[config.mk]
export PLATFORM = sky130hd
export DESIGN_NAME = mrv_alu
export DESIGN_NICKNAME = d
export VERILOG_FILES = /design/src/design/microcoded_reverb_dsp_unit_macros.svh /design/src/design/mrv_pkg.sv /design/src/design/mrv_alu.sv
export SDC_FILE = /design/constraint.sdc
export NUM_CORES = 1
export LEC_CHECK = 0
export BUFFER_PORTS_ARGS = -buffer_cell sky130_fd_sc_hd__buf_2
export CORE_MARGIN = 1
export CORE_UTILIZATION = 57
export DETAILED_ROUTE_END_ITERATION = 6
export PLACE_DENSITY = 0.82
export SLEW_MARGIN = 20
export SYNTH_ARGS = -nofsm -noshare
export SYNTH_HDL_FRONTEND = slang
export SYNTH_SLANG_ARGS = --single-unit
[constraint.sdc]
create_clock -name clk_i -period 8.9 [get_ports clk_i]
set_input_delay 1.335 -clock clk_i [delete_from_list [all_inputs] [get_ports clk_i]]
set_output_delay 1.335 -clock clk_i [all_outputs]
set_load 0.03 [all_outputs]
[src/design/microcoded_reverb_dsp_unit_macros.svh]
// Assertion macros shared by the reverb unit RTL.
// Included by files that carry concurrent assertions; no other dependencies.
`ifndef MICROCODED_REVERB_DSP_UNIT_MACROS_SVH
`define MICROCODED_REVERB_DSP_UNIT_MACROS_SVH

// Same-cycle implication, disabled while reset is asserted.
`define MRV_ASSERT_HOLDS(lbl, clk, rst_n, ante, cons, msg) \
  lbl: assert property (@(posedge clk) disable iff (!(rst_n)) (ante) |-> (cons)) \
    else $error(msg);

// Next-cycle implication, disabled while reset is asserted.
`define MRV_ASSERT_NEXT(lbl, clk, rst_n, ante, cons, msg) \
  lbl: assert property (@(posedge clk) disable iff (!(rst_n)) (ante) |=> (cons)) \
    else $error(msg);

`endif

[src/design/mrv_pkg.sv]
// Shared types and constants for the microcoded reverb unit.
// No dependencies; used by the interfaces and every module.
`timescale 1ns / 1ps

package mrv_pkg;

  localparam int RAM_DEPTH_DEF    = 16384;
  localparam int ROM_DEPTH_DEF    = 32768;
  localparam int STEPS_PER_SAMPLE = 64;
  localparam int STEP_W           = $clog2(STEPS_PER_SAMPLE);

  localparam int LAST_RIGHT_IN_STEP = 31;
  localparam int RIGHT_OUT_STEP     = 47;
  localparam int LEFT_OUT_STEP      = 56;

  localparam int PROG_AW  = 15;  // program byte address width
  localparam int OFFSET_W = 16;  // delay offset from two microcode bytes
  localparam int SAMPLE_W = 16;
  localparam int CFG_W    = 3;

  // microcode control byte bits
  localparam int CTL_SEL_INPUT = 0;  // write input sample instead of acc
  localparam int CTL_NO_WRITE  = 1;
  localparam int CTL_NO_LOAD   = 2;
  localparam int CTL_INVERT    = 3;
  localparam int CTL_KEEP_ACC  = 4;

  typedef enum logic [1:0] {
    CFG_EXT_MODES,
    CFG_MODE_SELECT,
    CFG_DELAY_TIME,
    CFG_LEVEL
  } cfg_idx_e;

  localparam logic REQ_LOAD   = 1'b0;
  localparam logic REQ_SAMPLE = 1'b1;

  typedef struct packed {
    logic                       req_type;
    logic [PROG_AW-1:0]         rom_addr;
    logic [7:0]                 rom_byte;
    logic signed [SAMPLE_W-1:0] in_left;
    logic signed [SAMPLE_W-1:0] in_right;
  } in_req_t;

  typedef struct packed {
    logic signed [SAMPLE_W-1:0] out_left;
    logic signed [SAMPLE_W-1:0] out_right;
  } out_res_t;

  // per-microstep control carried down the pipeline
  typedef struct packed {
    logic [7:0] ctl;
    logic [7:0] ctl2;
    logic       m1_lsb;
    logic       m2_lsb;
  } step_ctl_t;

endpackage

[src/design/mrv_alu.sv]
// Accumulator, shifter and carry with the two accumulate phases of a microstep.
// Depends on mrv_pkg for the step control struct.
`timescale 1ns / 1ps

module mrv_alu (
  input  logic                           clk_i,
  input  logic                           rst_ni,
  input  logic                           exec_i,
  input  mrv_pkg::step_ctl_t             ctl_i,
  input  logic [3:0]                     saw_i,
  input  logic [mrv_pkg::SAMPLE_W-1:0]   ld_val_i,
  output logic [mrv_pkg::SAMPLE_W-1:0]   acc_o,
  output logic [mrv_pkg::SAMPLE_W-1:0]   acc_next_o
);

  localparam int W = mrv_pkg::SAMPLE_W;

  logic [W-1:0] acc_q, acc_d;
  logic [W-1:0] shift_q, shift_d;
  logic         carry_q, carry_d;

  always_comb begin
    logic         load;
    logic         c1;
    logic         c_mid;
    logic [W-1:0] a1;
    logic [W-1:0] a2;
    logic [W-1:0] sh_mid;

    load = !ctl_i.ctl[mrv_pkg::CTL_NO_LOAD];
    // a load clears carry before the first phase
    c1 = load ? 1'b0 : carry_q;

    a1 = ctl_i.ctl[mrv_pkg::CTL_KEEP_ACC] ? acc_q : '0;
    if (|({ctl_i.ctl[7:5], ctl_i.m1_lsb} & saw_i)) begin
      a1 = a1 + shift_q + {{(W-1){1'b0}}, c1};
    end
    if (ctl_i.ctl[mrv_pkg::CTL_INVERT]) begin
      a1 = ~a1;
    end

    sh_mid = load ? ld_val_i : {shift_q[W-1], shift_q[W-1:1]};
    c_mid  = load ? 1'b0 : (shift_q[W-1] & shift_q[0]);

    a2 = ctl_i.ctl2[mrv_pkg::CTL_KEEP_ACC] ? a1 : '0;
    if (|({ctl_i.ctl2[7:5], ctl_i.m2_lsb} & saw_i)) begin
      a2 = a2 + sh_mid + {{(W-1){1'b0}}, c_mid};
    end
    if (ctl_i.ctl2[mrv_pkg::CTL_INVERT]) begin
      a2 = ~a2;
    end

    if (exec_i) begin
      acc_d   = a2;
      shift_d = {sh_mid[W-1], sh_mid[W-1:1]};
      carry_d = sh_mid[W-1] & sh_mid[0];
    end else begin
      acc_d   = acc_q;
      shift_d = shift_q;
      carry_d = carry_q;
    end
  end

  always_ff @(posedge clk_i or negedge rst_ni) begin
    if (!rst_ni) begin
      acc_q   <= '0;
      shift_q <= '0;
      carry_q <= 1'b0;
    end else begin
      acc_q   <= acc_d;
      shift_q <= shift_d;
      carry_q <= carry_d;
    end
  end

  assign acc_o      = acc_q;
  assign acc_next_o = acc_d;

endmodule

==> results.txt <==
For this design, the CTS-stage hold fixing added 0 buffers. The class of the tightest hold or removal check is reg2reg. For this run, asynchronously set or reset flops after synthesis account for between 90% and 100%. After synthesis, the netlist uses 59 different library cells.

The leakage power total is 1.862 nW. Buffers inserted during clock tree synthesis total 5. Between clock sinks in the finished design, the worst skew comes to 0.002178 ns. The worst register-to-register path begins at acc_o[0]. The die is roughly 82 um tall. The number of fillers in the final layout is just over 500.

Leaving out fill and tap cells, the most frequent cell in the layout is sky130_fd_sc_hd__buf_2. The library cells used most frequently in the layout, excluding fill and tap cells, are 67 x sky130_fd_sc_hd__buf_2, 38 x sky130_fd_sc_hd__mux2_2, 35 x sky130_fd_sc_hd__xnor2_1. Static timing analysis puts the maximum clock frequency at approximately 130 MHz. Summing all multi-input logic gate instances after layout gives 2756 um^2. The critical path goes through buf_2, and2_1, fa_1, fa_1, a211oi_2, o211ai_2, a31oi_1, o21bai_1, a21o_1, a2111oi_0, nor3b_1, xnor2_1, and2_1, ha_1, a21o_1, a41oi_1, xnor2_1, mux2i_1, xnor2_1, mux2_2, buf_2. The kind of cell with the highest combined delay along the critical path is compound AO/OA/AOI/OAI gates. The routed design could run at a clock period as short as 7.765 ns. The total power of the final layout is 1.333 mW. The area of the core is approximately 6100 um^2.

At the end of routability-driven placement, the weighted congestion stood at between 0.9 and 1. The initial detailed-routing violation count is 244. The number of remaining DRC errors is 0. The post-cts gate resize count came out at 0. Once detailed placement completed, the half-perimeter wirelength came to roughly 7100 um. In this run the worst path has a maximum fanout of 16. The via count of the first global-routing pass is around 3200. Clock tree synthesis selected as its root buffer the cell sky130_fd_sc_hd__clkbuf_8. For this run, the leading register cell type out of synthesis is sky130_fd_sc_hd__dfrtp_1.

The number of nets in the layout is roughly 550. The cell count after synthesis is 426. The most numerous cell type found on the critical path is sky130_fd_sc_hd__xnor2_1.

The count of input and output buffers is 67. The transition time at the pin with the least slew margin is 0.7841 ns. The endpoint required time on the critical path came out at between 7 and 8 ns.

Setup repair after global routing left no endpoint under its margin. The data arrival at the endpoint of the critical path came out at around 6.4 ns. The total wire length after detailed routing came out at about 9500 um. For this design, the slowest cell found on the critical path is sky130_fd_sc_hd__fa_1.

TritonCTS built the clock tree. Counting tap cells, the placed design contains a total of 550 instances. IR analysis of the VDD net gives a maximum drop of roughly 0.17 mV. In this run the post-CTS setup repair buffer count came out at 0. The share of cells above drive strength 1 came out at 25.93%. The die boundary width came out at around 82 um. The remaining max-slew budget at the tightest pin is between 40% and 50%. Dividing the detail-routed wire length by the instance count gives around 17 um. The worst setup path is captured at an output port. The count of TritonRoute iterations in the first routing pass came out at 4. Measured in cells, the most critical reg-to-reg path has a length of 19. Relative to the synthesized area, the layout overhead comes to 12.06%.

In this run the number of cells on the critical path is 21. Dividing the detail-routed via count by the number of cells gives 6.167. The number of clock sinks came out at 32. The sequential element share of the synthesized area is between 20 and 25%. The level count of the clock H-tree is 2. The largest net degree at the start of global routing came out at 36.

The worst register-to-register path has a setup slack of between 3 and 4 ns. For this run, the number of Yosys warnings is 0. The insertion delay of the later-clocked pin in the worst-skew pair is ~0.29 ns. Setup violations remaining at the end of the flow were counted as 0. The antenna diode instance count is 0. The number of cells in the finished layout apart from fillers came out at ~560. Once placement finished, the instance area stood at about 4100 um^2. The final cell area excluding filler cells is 4128 um^2. The sequential cells in the finished layout cover a total of 800.8 um^2. Global routing used between 20 and 30% of the available tracks across all layers. For this block, the via count after detailed routing is 3435. Hold timing on the final database bottoms out at a slack of 0.4828 ns. The global-route wire length before repair came out at between 15000 and 20000 um. The final clock period utilization by the worst path is just under 90%. Together, buffers and inverters on the worst path number 2. The number of antenna violations at the first check in global routing is 1. A synthesized cell averages 8.647 um^2. The final global-route overflow total came out at 0. Clock-pin slew was measured on the worst setup and hold paths at around 0.07 ns. The count of boundary I/O pins is 73. STA classifies the critical path startpoint as an input pin. The most critical setup path has its startpoint at ctl_i[14]. The critical path in this run is classified as in2out. After synthesis the netlist holds a flip-flop and latch count of 32. Once the floorplan was initialized, standard cells occupied between 60% and 70% of the core.

The clock passes through at most 2 buffers. After floorplanning, the core was divided into 28 placement rows. The number of nets in the synthesized netlist is roughly 500. The stage delay of the slowest cell on the critical path came out at roughly 0.46 ns. In the final timing run, aggregate negative setup slack is 0 ns. The floorplan step defined a die boundary enclosing ~6800 um^2. Following the worst setup path forward leads to its endpoint at acc_next_o[13]. The count of flip-flops with a built-in enable after synthesis came out at 0.

The cell area after synthesis is 3684 um^2. The hold violation count in the final report came out at 0. The run finished with clean final reports. The ratio of total power to cell area came out at around 320 nW/um^2. The max-slew violation count is 0. The endpoint identified for the worst register-to-register timing path is acc_o[13].

The remaining antenna violation count after routing is 0. The max-cap check violation count came out at 0.
-- worst min path at each step --
stage / from / to / slack [ns] / depth (start not counted)
floorplan: carry_q / carry_q / 0.44 / 2
global route: carry_q / carry_q / 0.52 / 2
detailed placement: carry_q / carry_q / 0.47 / 2
CTS: carry_q / carry_q / 0.48 / 2
finish: carry_q / carry_q / 0.48 / 2
global placement: carry_q / carry_q / 0.45 / 2
-- cells in the mapped netlist (3+ instances only) --
| cell type | n | area [um^2] |
|---|---|---|
| sky130_fd_sc_hd__xor2_1 | 11 | 96.34 |
| sky130_fd_sc_hd__nor3b_1 | 3 | 22.52 |
| sky130_fd_sc_hd__nand2_1 | 31 | 116.4 |
| sky130_fd_sc_hd__mux2i_1 | 11 | 110.1 |
| sky130_fd_sc_hd__fa_1 | 4 | 80.08 |
| sky130_fd_sc_hd__nand2b_1 | 4 | 25.02 |
| sky130_fd_sc_hd__a211oi_1 | 4 | 30.03 |
| sky130_fd_sc_hd__a22oi_1 | 4 | 30.03 |
| sky130_fd_sc_hd__clkbuf_1 | 16 | 60.06 |
| sky130_fd_sc_hd__mux2_2 | 38 | 427.9 |
| sky130_fd_sc_hd__a2111oi_0 | 3 | 26.28 |
| sky130_fd_sc_hd__o21ai_0 | 26 | 130.1 |
| sky130_fd_sc_hd__a21oi_1 | 18 | 90.09 |
| sky130_fd_sc_hd__nor3_1 | 9 | 45.04 |
| sky130_fd_sc_hd__and3_1 | 6 | 37.54 |
| sky130_fd_sc_hd__nand3b_1 | 4 | 30.03 |
| sky130_fd_sc_hd__o21bai_1 | 5 | 37.54 |
| sky130_fd_sc_hd__a211o_1 | 3 | 26.28 |
| sky130_fd_sc_hd__nor2_1 | 30 | 112.6 |
| sky130_fd_sc_hd__dfrtp_1 | 32 | 800.8 |
| sky130_fd_sc_hd__xnor2_1 | 35 | 306.5 |
| sky130_fd_sc_hd__or3_1 | 3 | 18.77 |
| sky130_fd_sc_hd__inv_1 | 12 | 45.04 |
| sky130_fd_sc_hd__a21o_1 | 6 | 45.04 |
| sky130_fd_sc_hd__o21ai_1 | 3 | 15.01 |
| sky130_fd_sc_hd__ha_1 | 27 | 337.8 |
| sky130_fd_sc_hd__and2_1 | 20 | 125.1 |
| sky130_fd_sc_hd__a31oi_1 | 6 | 37.54 |
| sky130_fd_sc_hd__nand3_1 | 9 | 45.04 |
| sky130_fd_sc_hd__nor4_1 | 3 | 18.77 |
-- flip-flops by register name (all words and copies together), names as in the netlist --
register,cells
acc_o,16
shift_q,15
carry_q,1
-- logic make-up (layout without fill, tap and decap cells) --
kind of cell / Yosys count / count (layout) / synth area share, %
simple gates: 129 / 129 / 17.70
buf+inv: 33 / 89 / 3.431
xor+xnor: 46 / 46 / 10.94
compound gates: 104 / 104 / 19.53
mux: 50 / 50 / 15.01
fa+ha+maj: 32 / 32 / 11.65
flops: 32 / 32 / 21.74
-- power by group --
part           internal (mW)  switching [mW]
Combinational          0.397           0.586
Sequential             0.196          0.0452
Clock                 0.0531          0.0556
-- per-stage QoR --
stage	worst slack, ns	utilization, %
2_1_floorplan	1.365	-
3_5_place_dp	1.231	66.82
6_report	1.135	68.10
5_1_grt	0.7566	68.10
4_1_cts	1.197	68.10
3_3_place_gp	1.251	66.82
-- worst register-to-register path, cell delays in order (launching register included) --
cell and delay, ns:
sky130_fd_sc_hd__dfrtp_1 0.39, sky130_fd_sc_hd__and2_1 0.19, sky130_fd_sc_hd__fa_1 0.46, sky130_fd_sc_hd__fa_1 0.46
sky130_fd_sc_hd__a211oi_2 0.29, sky130_fd_sc_hd__o211ai_2 0.16, sky130_fd_sc_hd__a31oi_1 0.28, sky130_fd_sc_hd__o21bai_1 0.18
sky130_fd_sc_hd__a21o_1 0.23, sky130_fd_sc_hd__a2111oi_0 0.40, sky130_fd_sc_hd__nor3b_1 0.12, sky130_fd_sc_hd__xnor2_1 0.18
sky130_fd_sc_hd__and2_1 0.20, sky130_fd_sc_hd__ha_1 0.34, sky130_fd_sc_hd__a21o_1 0.17, sky130_fd_sc_hd__a41oi_1 0.31
sky130_fd_sc_hd__xnor2_1 0.16, sky130_fd_sc_hd__mux2i_1 0.11, sky130_fd_sc_hd__xnor2_1 0.17, sky130_fd_sc_hd__mux2_2 0.29
-- routing by layer --
metal / wire (um) / global-route usage [%]
met1: 4295 / 40.80
met2: 4411 / 47.77
met3: 641 / 4.945
met4: 158 / 10.35
met5: 0 / 0
-- final cells by class --
type,instances,area share (%)
well taps,75,2.273
multi-input cells,361,66.78
inverters,13,1.182
flip-flops and latches,32,19.40
clock buffers,6,1.758
clock inverters,1,0.1212
repair buffers,69,8.487
(Power assumes the default switching activity.)
